[src/hw/rtl/dsa_pkg.sv]
// ----------------------------------------------------------------------------
// dsa_pkg
// Shared widths, breakpoint tables, register indexes, command codes and stage
// payload types for the descent speed autopilot.
// ----------------------------------------------------------------------------
package dsa_pkg;

   localparam int BP_COUNT   = 8;
   localparam int IDX_W      = $clog2(BP_COUNT);

   localparam int ALT_W      = 20;
   localparam int SPEED_W    = 18;
   localparam int POWER_W    = 10;
   localparam int TARGET_W   = 16;
   localparam int CMD_W      = 2;

   localparam int EN_W       = 1;
   localparam int CAP_W      = 10;
   localparam int FULL_ALT_W = 17;

   localparam int CSR_IDX_W  = 2;
   localparam int CSR_DATA_W = 17;

   localparam int DELTA_W    = ALT_W + 1;
   localparam int SLOPE_W    = 17;
   localparam int PROD_W     = DELTA_W + SLOPE_W;
   localparam int FRAC_BITS  = 16;
   localparam int SHIFT_W    = PROD_W - FRAC_BITS;
   localparam int SUM_W      = SHIFT_W + 1;

   localparam logic [CSR_IDX_W-1:0] CSR_ENABLE    = 2'd0;
   localparam logic [CSR_IDX_W-1:0] CSR_POWER_CAP = 2'd1;
   localparam logic [CSR_IDX_W-1:0] CSR_FULL_ALT  = 2'd2;

   localparam logic [EN_W-1:0]       RST_ENABLE    = 1'b0;
   localparam logic [CAP_W-1:0]      RST_POWER_CAP = 10'd890;
   localparam logic [FULL_ALT_W-1:0] RST_FULL_ALT  = 17'd1000;

   localparam logic [POWER_W-1:0] FULL_POWER = 10'd1000;

   localparam logic [CMD_W-1:0] CMD_HOLD     = 2'd0;
   localparam logic [CMD_W-1:0] CMD_INCREASE = 2'd1;
   localparam logic [CMD_W-1:0] CMD_DECREASE = 2'd2;

   localparam logic signed [SUM_W-1:0] TARGET_MIN = -23'sd20000;
   localparam logic signed [SUM_W-1:0] TARGET_MAX = 23'sd0;

   localparam logic [ALT_W-1:0] BP_ALT [BP_COUNT] = '{
      20'd100000, 20'd45000, 20'd27000, 20'd20000,
      20'd10000,  20'd2500,  20'd40,    20'd0
   };

   localparam logic signed [TARGET_W-1:0] BP_SPEED [BP_COUNT] = '{
      -16'sd3500, -16'sd3000, -16'sd2300, -16'sd1800,
      -16'sd1000, -16'sd400,  -16'sd30,   16'sd0
   };

   localparam logic signed [SLOPE_W-1:0] BP_SLOPE [BP_COUNT] = '{
      17'sd0,     -17'sd596,  -17'sd2549, -17'sd4681,
      -17'sd5243, -17'sd5243, -17'sd9857, -17'sd49152
   };

   typedef struct packed {
      logic signed [DELTA_W-1:0]  delta;
      logic signed [SLOPE_W-1:0]  slope;
      logic signed [TARGET_W-1:0] base;
      logic signed [SPEED_W-1:0]  speed;
      logic                       below_cap;
   } dsa_seg_type;

   typedef struct packed {
      logic signed [PROD_W-1:0]   prod;
      logic signed [TARGET_W-1:0] base;
      logic signed [SPEED_W-1:0]  speed;
      logic                       below_cap;
   } dsa_prod_type;

endpackage

[src/hw/rtl/descent_speed_autopilot.sv]
// ----------------------------------------------------------------------------
// descent_speed_autopilot
// Requests pass in order through three register stages (segment select,
// slope multiply, target and command) with per-stage valid and ready.
// Throughput: one item per cycle while rsp_ready is high; a low rsp_ready
// can stall the pipeline through the per-stage ready signals.
// Reset: synchronous; empties the pipeline and sets enable 0, power cap 890,
// full power altitude 1000 cm.
// ----------------------------------------------------------------------------
module descent_speed_autopilot
   import dsa_pkg::*;
(
   input  logic                        clock,
   input  logic                        reset,
   input  logic                        req_valid,
   output logic                        req_ready,
   input  logic [ALT_W-1:0]            req_altitude_cm,
   input  logic signed [SPEED_W-1:0]   req_speed_cm_s,
   input  logic [POWER_W-1:0]          req_motor_power,
   output logic                        rsp_valid,
   input  logic                        rsp_ready,
   output logic signed [TARGET_W-1:0]  rsp_target_speed_cm_s,
   output logic [CMD_W-1:0]            rsp_command,
   input  logic                        csr_we,
   input  logic [CSR_IDX_W-1:0]        csr_index,
   input  logic [CSR_DATA_W-1:0]       csr_wdata
);

   logic [EN_W-1:0]       enable_ff;
   logic [CAP_W-1:0]      power_cap_ff;
   logic [FULL_ALT_W-1:0] full_alt_ff;

   logic         seg_valid;
   logic         seg_ready;
   dsa_seg_type  seg_data;
   logic         prod_valid;
   logic         prod_ready;
   dsa_prod_type prod_data;

   always_ff @(posedge clock) begin
      if (reset) begin
         enable_ff    <= RST_ENABLE;
         power_cap_ff <= RST_POWER_CAP;
         full_alt_ff  <= RST_FULL_ALT;
      end else if (csr_we) begin
         unique case (csr_index)
            CSR_ENABLE:    enable_ff    <= csr_wdata[EN_W-1:0];
            CSR_POWER_CAP: power_cap_ff <= csr_wdata[CAP_W-1:0];
            CSR_FULL_ALT:  full_alt_ff  <= csr_wdata[FULL_ALT_W-1:0];
            default: ;
         endcase
      end
   end

   dsa_seg_select u_seg (
      .clock       (clock),
      .reset       (reset),
      .in_valid    (req_valid),
      .in_ready    (req_ready),
      .altitude_cm (req_altitude_cm),
      .speed_cm_s  (req_speed_cm_s),
      .motor_power (req_motor_power),
      .power_cap   (power_cap_ff),
      .full_alt    (full_alt_ff),
      .out_valid   (seg_valid),
      .out_ready   (seg_ready),
      .out_data    (seg_data)
   );

   dsa_slope_mult u_mult (
      .clock     (clock),
      .reset     (reset),
      .in_valid  (seg_valid),
      .in_ready  (seg_ready),
      .in_data   (seg_data),
      .out_valid (prod_valid),
      .out_ready (prod_ready),
      .out_data  (prod_data)
   );

   dsa_decide u_decide (
      .clock             (clock),
      .reset             (reset),
      .in_valid          (prod_valid),
      .in_ready          (prod_ready),
      .in_data           (prod_data),
      .enable            (enable_ff[0]),
      .out_valid         (rsp_valid),
      .out_ready         (rsp_ready),
      .target_speed_cm_s (rsp_target_speed_cm_s),
      .command           (rsp_command)
   );

endmodule

[src/hw/rtl/dsa_seg_select.sv]
// ----------------------------------------------------------------------------
// dsa_seg_select
// Stage one: find the segment under the altitude, form the offset from its
// lower breakpoint and pick the power cap.
// ----------------------------------------------------------------------------
module dsa_seg_select
   import dsa_pkg::*;
(
   input  logic                        clock,
   input  logic                        reset,
   input  logic                        in_valid,
   output logic                        in_ready,
   input  logic [ALT_W-1:0]            altitude_cm,
   input  logic signed [SPEED_W-1:0]   speed_cm_s,
   input  logic [POWER_W-1:0]          motor_power,
   input  logic [CAP_W-1:0]            power_cap,
   input  logic [FULL_ALT_W-1:0]       full_alt,
   output logic                        out_valid,
   input  logic                        out_ready,
   output dsa_seg_type                 out_data
);

   logic              valid_ff;
   dsa_seg_type       data_ff;
   dsa_seg_type       data_in;
   logic              hit;
   logic [IDX_W-1:0]  idx;
   logic [POWER_W-1:0] cap;

   always_comb begin
      hit = 1'b0;
      idx = '0;
      for (int k = 1; k < BP_COUNT; k++) begin
         if (!hit && (BP_ALT[k] < altitude_cm)) begin
            hit = 1'b1;
            idx = IDX_W'(k);
         end
      end
   end

   always_comb begin
      cap = (altitude_cm < ALT_W'(full_alt)) ? FULL_POWER : power_cap;
      data_in.speed     = speed_cm_s;
      data_in.below_cap = (motor_power < cap);
      if (hit) begin
         data_in.delta = $signed({1'b0, altitude_cm}) - $signed({1'b0, BP_ALT[idx]});
         data_in.slope = BP_SLOPE[idx];
         data_in.base  = BP_SPEED[idx];
      end else begin
         data_in.delta = '0;
         data_in.slope = '0;
         data_in.base  = '0;
      end
   end

   assign in_ready = !valid_ff || out_ready;

   always_ff @(posedge clock) begin
      if (reset) begin
         valid_ff <= 1'b0;
      end else if (in_ready) begin
         valid_ff <= in_valid;
      end
   end

   always_ff @(posedge clock) begin
      if (in_ready && in_valid) begin
         data_ff <= data_in;
      end
   end

   assign out_valid = valid_ff;
   assign out_data  = data_ff;

endmodule

[src/hw/rtl/dsa_slope_mult.sv]
// ----------------------------------------------------------------------------
// dsa_slope_mult
// Stage two: multiply the segment offset by the Q16 segment slope.
// ----------------------------------------------------------------------------
module dsa_slope_mult
   import dsa_pkg::*;
(
   input  logic         clock,
   input  logic         reset,
   input  logic         in_valid,
   output logic         in_ready,
   input  dsa_seg_type  in_data,
   output logic         out_valid,
   input  logic         out_ready,
   output dsa_prod_type out_data
);

   logic         valid_ff;
   dsa_prod_type data_ff;
   dsa_prod_type data_in;
   logic signed [PROD_W-1:0] delta_ext;
   logic signed [PROD_W-1:0] slope_ext;

   assign delta_ext = PROD_W'(in_data.delta);
   assign slope_ext = PROD_W'(in_data.slope);

   always_comb begin
      data_in.prod      = delta_ext * slope_ext;
      data_in.base      = in_data.base;
      data_in.speed     = in_data.speed;
      data_in.below_cap = in_data.below_cap;
   end

   assign in_ready = !valid_ff || out_ready;

   always_ff @(posedge clock) begin
      if (reset) begin
         valid_ff <= 1'b0;
      end else if (in_ready) begin
         valid_ff <= in_valid;
      end
   end

   always_ff @(posedge clock) begin
      if (in_ready && in_valid) begin
         data_ff <= data_in;
      end
   end

   assign out_valid = valid_ff;
   assign out_data  = data_ff;

endmodule

[src/hw/rtl/dsa_decide.sv]
// ----------------------------------------------------------------------------
// dsa_decide
// Stage three: floor the product, add the breakpoint speed, saturate the
// target and choose the motor command. Holds the result register.
// ----------------------------------------------------------------------------
module dsa_decide
   import dsa_pkg::*;
(
   input  logic                        clock,
   input  logic                        reset,
   input  logic                        in_valid,
   output logic                        in_ready,
   input  dsa_prod_type                in_data,
   input  logic                        enable,
   output logic                        out_valid,
   input  logic                        out_ready,
   output logic signed [TARGET_W-1:0]  target_speed_cm_s,
   output logic [CMD_W-1:0]            command
);

   logic                        valid_ff;
   logic signed [TARGET_W-1:0]  target_ff;
   logic [CMD_W-1:0]            command_ff;
   logic signed [TARGET_W-1:0]  target_in;
   logic [CMD_W-1:0]            command_in;
   logic signed [SHIFT_W-1:0]   shifted;
   logic signed [SUM_W-1:0]     sum;
   logic signed [SPEED_W-1:0]   target_ext;

   assign shifted = in_data.prod[PROD_W-1:FRAC_BITS];
   assign sum     = SUM_W'(shifted) + SUM_W'(in_data.base);

   always_comb begin
      if (sum < TARGET_MIN) begin
         target_in = TARGET_W'(TARGET_MIN);
      end else if (sum > TARGET_MAX) begin
         target_in = TARGET_W'(TARGET_MAX);
      end else begin
         target_in = TARGET_W'(sum);
      end
   end

   assign target_ext = SPEED_W'(target_in);

   always_comb begin
      if (!enable) begin
         command_in = CMD_HOLD;
      end else if (in_data.speed < target_ext) begin
         command_in = in_data.below_cap ? CMD_INCREASE : CMD_HOLD;
      end else begin
         command_in = CMD_DECREASE;
      end
   end

   assign in_ready = !valid_ff || out_ready;

   always_ff @(posedge clock) begin
      if (reset) begin
         valid_ff <= 1'b0;
      end else if (in_ready) begin
         valid_ff <= in_valid;
      end
   end

   always_ff @(posedge clock) begin
      if (in_ready && in_valid) begin
         target_ff  <= target_in;
         command_ff <= command_in;
      end
   end

   assign out_valid         = valid_ff;
   assign target_speed_cm_s = target_ff;
   assign command           = command_ff;

endmodule
[config.mk]
export PLATFORM = sky130hd
export DESIGN_NAME = descent_speed_autopilot
export DESIGN_NICKNAME = d
export VERILOG_FILES = /design/src/hw/rtl/dsa_pkg.sv /design/src/hw/rtl/descent_speed_autopilot.sv /design/src/hw/rtl/dsa_seg_select.sv /design/src/hw/rtl/dsa_slope_mult.sv /design/src/hw/rtl/dsa_decide.sv
export SDC_FILE = /design/constraint.sdc
export NUM_CORES = 1
export LEC_CHECK = 0
export ABC_AREA = 1
export BUFFER_PORTS_ARGS = -buffer_cell sky130_fd_sc_hd__buf_2
export CORE_MARGIN = 2
export CORE_UTILIZATION = 41
export CTS_BUF_LIST = sky130_fd_sc_hd__clkbuf_8 sky130_fd_sc_hd__clkbuf_16
export CTS_CLUSTER_SIZE = 24
export DETAILED_ROUTE_END_ITERATION = 8
export GPL_TIMING_DRIVEN = 0
export PLACE_DENSITY = 0.55
export SLEW_MARGIN = 15
export SYNTH_ARGS = -nofsm -noshare
export SYNTH_HDL_FRONTEND = slang
export SYNTH_SLANG_ARGS = --single-unit
[constraint.sdc]
create_clock -name clock -period 8 [get_ports clock]
set_clock_uncertainty 0.05 [all_clocks]
set_input_delay 1.6 -clock clock [delete_from_list [all_inputs] [get_ports clock]]
set_output_delay 1.6 -clock clock [all_outputs]
set_load 0.01 [all_outputs]
==> run metrics, run 1 <==
Post-synth EDFFs=134; clk_lat worst skew=around 0.45 ns; I/O pins=just over 90; Post-Syn Area per Cell=~8.5 um^2; Pre-antenna DRT Iters=5; Final min period=7.62 ns; CP max-delay cell=fa_1; first-pass GRT wire length=roughly 97000 um; Vias=roughly 17000; cell area after synthesis=approximately 0.022 mm^2; top_reg_cell synth=edfxtp_1; vias per inst=just under 5; num rows=85; drt total wl=60200 um; Peak Freq=0.131 GHz; DR iter-0 viols=roughly 1100; most common cell after layout, fill and taps aside=inv_1; sink of the worst hold path=u_mult.out_data[28]; Clock Sinks=roughly 170; Net count, final=about 3300; Worst R2R Start=u_seg.out_data[59]; Largest delay share family, worst path=adder cells; Num CTS Buffers=17; antenna-violating nets left=0; Placeable Area=approximately 0.054 mm^2; critical hold path startpoint=u_seg.out_data[28]; Hold WC Path Type=reg2reg; Synth Net Count=between 3000 and 4000; sequential share of the synthesized area=a little over a fifth; worst-case hold slack=0.356 ns; CTS root buffer=clkbuf_16; Buf+Inv Stages, Crit Path=5; layout cells sized above 1=7.36%; DIE WIDTH=between 200 and 250 um; synth warn=0; Worst Path Max Fanout=10; TritonCTS clock tree=done; dominant cell type by area after synthesis=fa_1; Relative slew margins=approximately two fifths; RSZ-0062 raised after global routing=false; worst slew pin tran=about 0.9 ns; Arr. time, crit path=a little under 8 ns; R2R depth=22; gr usage total=a little under a quarter; wire per inst=roughly 18 um; worst endpoint required time=between 8 and 9 ns; Hold Vio Cnt, Final=0; number of global-route vias before repair=17800; largest net degree at the start of global routing=64; CP max stage delay=between 0.5 and 0.6 ns; port bufs=91; Gate Count Post-Synth=about 2600; period utilisation layout=around 95%; Critical Path, Cell by Cell=clkbuf_1, nand2_1, fa_1, inv_1, fa_1, fa_1, fa_1, fa_1, inv_1, fa_1, inv_1, ha_1, a21oi_1, o21ai_0, a21oi_1, o21ai_0, a21oi_4, inv_1, a31oi_1, o21bai_1, a21oi_1, xor2_1; final setup margin=about 0.38 ns; critical path type=reg2reg; Initial Util=slightly above 40%; #FFs+latches synth=around 170; CP endpoint kind=register; post-synth top area share=32.3%; max capacitance violation total=0; RD Place Congestion=0.940; Post-synth ARST share=0%; grt total ovfl=0; most frequent cells in the layout=inv_1, nand2_1, fa_1, ha_1, edfxtp_1; die area=between 0.05 and 0.06 mm^2; run status=complete, no violations; Hold Crit Depth=0; top cells by area, synth=fa_1, edfxtp_1, inv_1, ha_1, nand2_1; dpl ws=-0.113 ns; Final Setup Violations=0; initial antenna violation count=1; Cell variety after synth=47; DP HPWL=approximately 52000 um; CTS H-tree lvls=4; Worst R2R End=u_mult.out_data[72]; clock transition at the registers of the reported paths=0.08 ns; R2R setup slack=between 0.3 and 0.4 ns; crit-path most repeated cell=fa_1; Layout area overhead=8.82%; Startpoint Class=register; Die Y=roughly 240 um; # DRC=0; Slew Limit Fails=0; Clock Tree Buf Depth=2
## layout make-up
cell class / count / area (um^2)
timing repair buffer: 93 / 487
inverter: 717 / 2690
clock buffer: 19 / 464
fill: 5318 / 29500
antenna: 1 / 2.50
sequential: 165 / 4640
clock inverter: 13 / 113
multi-input combinational: 1654 / 14600
tap: 696 / 871
buffer: 56 / 229
## stage by stage
| step | cell area [um^2] | cells | utilization, % | setup TNS, ns |
|---|---|---|---|---|
| after floorplan | 22100 | 2596 | - | 0 |
| after global placement | 23400 | 3383 | 43.7 | -0.212 |
| after detailed placement | 23500 | 3385 | 43.8 | -0.143 |
| after CTS | 24100 | 3417 | 44.9 | 0 |
| after global routing | 24100 | 3413 | 44.9 | 0 |
| final | 24100 | 3414 | 44.9 | 0 |
## flip-flops by register name, indices dropped and copies added, names as in the netlist
register	flops
u_seg.out_valid	1
power_cap_ff	10
full_alt_ff	17
u_decide.command	2
u_mult.out_data	53
u_seg.out_data	63
u_mult.out_valid	1
u_decide.target_speed_cm_s	16
enable_ff	1
u_decide.out_valid	1
## synthesized netlist by cell type, types with 8 or more instances
cell	instances
a21oi_1	109
clkbuf_1	59
dfxtp_1	31
edfxtp_1	134
fa_1	357
ha_1	172
inv_1	707
inv_2	8
nand2_1	569
nand2_2	12
nand3_1	52
nand4_1	26
nor2_1	125
nor2_2	11
nor3_1	16
o211ai_1	12
o21ai_0	65
or2_2	17
xnor2_1	18
xor2_1	23
## cells by family after synthesis
logic type      synth area share (%)
flops                           21.0
simple gates                    16.2
compound gates                  5.92
buf+inv                         13.2
xor+xnor                        1.62
fa+ha+maj                       42.0
## worst reg2reg max path, delay by kind of cell (launching register included)
family | cells | cell delay, ns
fa+ha+maj | 7 | 3.59
compound gates | 8 | 2.18
flops | 1 | 0.48
xor+xnor | 1 | 0.08
simple gates | 1 | 0.17
buf+inv | 5 | 0.83
## metal layers
layer	wire length [um]	up-vias	GRT usage [%]
li1	-	8028	-
met1	27200	8354	30.7
met2	28000	435	37.1
met3	3580	68	4.26
met4	1390	0	5.43
met5	0	-	0
## worst max-delay path by stage
| stage | start | end | slack (ns) | cells past startpoint |
|---|---|---|---|---|
| after global routing | u_seg.out_data[41] | u_mult.out_data[69] | 0.04 | 22 |
| after floorplan | u_seg.out_data[72] | u_mult.out_data[71] | 1.73 | 19 |
| after detailed placement | u_seg.out_data[64] | u_mult.out_data[72] | -0.11 | 22 |
| after CTS | u_seg.out_data[64] | u_mult.out_data[72] | 0.20 | 22 |
| final | u_seg.out_data[59] | u_mult.out_data[72] | 0.38 | 22 |
| after global placement | u_seg.out_data[64] | u_mult.out_data[72] | -0.15 | 22 |
## what timing repair did
| action | CTS | global route |
|---|---|---|
| resized for setup | 1 | 20 |
| endpoints found under the setup margin | 2 | 3 |
| cloned | 0 | 0 |
| hold endpoints to repair | 0 | 0 |
| setup buffers | 0 | 0 |
| hold buffers | 0 | 0 |
Power of run 1 is not shown: default switching activity piles up to over one toggle a cycle in this logic, so the estimate is an artifact.
==> inputs of run 2 (changes only) <==
CORE_ASPECT_RATIO = 1.5   (was default)
PLACE_DENSITY = 0.57   (was 0.55)
clock period = 7 ns   (was 8 ns; I/O delays follow)
==> run metrics, run 2 (synthesis results as in run 1) <==
clk_lat worst skew=0.47 ns; run status=complete, no violations; number of flip-flops in the largest register=63; Startpoint Class=register; DIE WIDTH=around 190 um; # DRC=0; Buf+Inv Stages, Crit Path=6; Placeable Area=about 0.053 mm^2; met1 usage=about a quarter; Worst Path Max Fanout=10; RD Place Congestion=1.01; CP endpoint kind=register; layout cells sized above 1=9.79%; DR iter-0 viols=between 700 and 800; antenna-violating nets left=0; GRT met2 Usage=between 40% and 50%; Diodes inserted=0; Clock Sinks=about 170; die area=0.0559 mm^2; CTS root buffer=clkbuf_16; Vias=roughly 17000; number of global-route vias before repair=approximately 18000; Clock Tree Buf Depth=2; critical path type=reg2reg; most frequent cells in the layout=inv_1, nand2_1, fa_1, ha_1, edfxtp_1; worst slew pin tran=about 0.9 ns; drt total wl=between 60000 and 70000 um; CP max stage delay=between 0.5 and 0.6 ns; I/O pins=just over 90; Hold WC Path Type=reg2reg; CTS H-tree lvls=4; grt total ovfl=0; initial antenna violation count=2; worst endpoint required time=slightly above 7 ns; Relative slew margins=39.7%; worst-case hold slack=roughly 0.37 ns; Arr. time, crit path=roughly 7 ns; clock transition at the registers of the reported paths=around 0.080 ns; Hold Vio Cnt, Final=0; Die Y=288 um; Num CTS Buffers=17; Initial Util=41.4%; most common cell after layout, fill and taps aside=inv_1; GRT busiest layer=met2; first-pass GRT wire length=approximately 100000 um; port bufs=between 90 and 100; num rows=around 100; Final min period=6.76 ns; Largest delay share family, worst path=adder cells; Peak Freq=~0.15 GHz; CP max-delay cell=fa_1; gr usage total=roughly a quarter; Pre-antenna DRT Iters=5; Net count, final=between 3000 and 4000; Critical Path, Cell by Cell=clkbuf_2, nand2_1, fa_1, inv_1, fa_1, fa_1, fa_1, fa_1, inv_1, fa_1, inv_1, ha_1, a21oi_1, o21ai_0, a21oi_1, o21ai_0, a21oi_2, buf_4, inv_1, a31oi_4, o21bai_2, a21oi_1, xor2_1; Layout area overhead=10.4%; period utilisation layout=96.5%; DP HPWL=approximately 55000 um; TritonCTS clock tree=done; Final Setup Violations=0; vias per inst=4.95; largest net degree at the start of global routing=42; Slew Limit Fails=0; crit-path most repeated cell=fa_1; max capacitance violation total=0; met3 global-route usage=around 2.8%; wire per inst=18.5 um
==> run 2: cell types whose count changed in the layout (fill, tap and decap cells not counted), sizes merged <==
cell,delta
buf,+25
inv,-1
clkinv,-1
bufinv,+3
diode,-1
clkinvlp,+1
clkbuf,-6
==> run 2: worst register-to-register path: stages, from the launching register on <==
cell      delay [ns]
edfxtp_1        0.49
clkbuf_2        0.36
nand2_1         0.12
fa_1            0.52
inv_1           0.06
fa_1            0.54
fa_1            0.53
fa_1            0.56
fa_1            0.55
inv_1           0.05
fa_1            0.52
inv_1           0.04
ha_1            0.36
a21oi_1         0.24
o21ai_0         0.15
a21oi_1         0.20
o21ai_0         0.16
a21oi_2         0.14
buf_4           0.16
inv_1           0.09
a31oi_4         0.19
o21bai_2        0.11
a21oi_1         0.16
xor2_1          0.22
==> run 2: layout make-up <==
type / count / area (um^2)
inverters: 717 / 2690
flip-flops and latches: 165 / 4640
clock buffers: 17 / 425
fillers: 5234 / 29100
clock inverters: 15 / 210
plain buffers: 56 / 298
well taps: 689 / 862
multi-input cells: 1654 / 14600
repair buffers: 114 / 657
==> run 2: metrics by stage <==
step / area [um^2] / utilization, % / worst slack [ns] / setup TNS, ns / instances
detailed placement: 23500 / 43.9 / -0.727 / -4.83 / 3379
global placement: 23400 / 43.8 / -0.735 / -4.56 / 3376
finish: 24400 / 45.7 / 0.244 / 0 / 3427
CTS: 24200 / 45.3 / 0.0100 / 0 / 3410
global route: 24400 / 45.7 / -0.00665 / -0.00665 / 3427
floorplan: 22100 / - / 0.727 / 0 / 2596
==> run 2: worst paths after layout <==
kind,startpoint,end,slack (ns),cells after the start
worst max register to register,u_seg.out_data[44],u_mult.out_data[72],0.24,23
worst min register to register,u_seg.out_data[10],u_mult.out_data[10],0.37,0
worst min-delay path,u_seg.out_data[10],u_mult.out_data[10],0.37,0
worst max-delay path,u_seg.out_data[44],u_mult.out_data[72],0.24,23
==> run 2: routing by layer <==
layer | wire, um | up-vias | share of wire (%)
met4 | 3520 | 4 | 5.5
met1 | 22700 | 8391 | 36
met2 | 35300 | 377 | 56
li1 | - | 8059 | -
met5 | 27 | - | 0.042
met3 | 2010 | 147 | 3.2
==> run 2: timing repair <==
item                       CTS  global route
setup endpoints to repair   12            11
setup buffers                3            17
hold buffers                 0             0
pin swaps                    0             1
gates resized for setup     38            56
Power of run 2 is left out for the same reason.
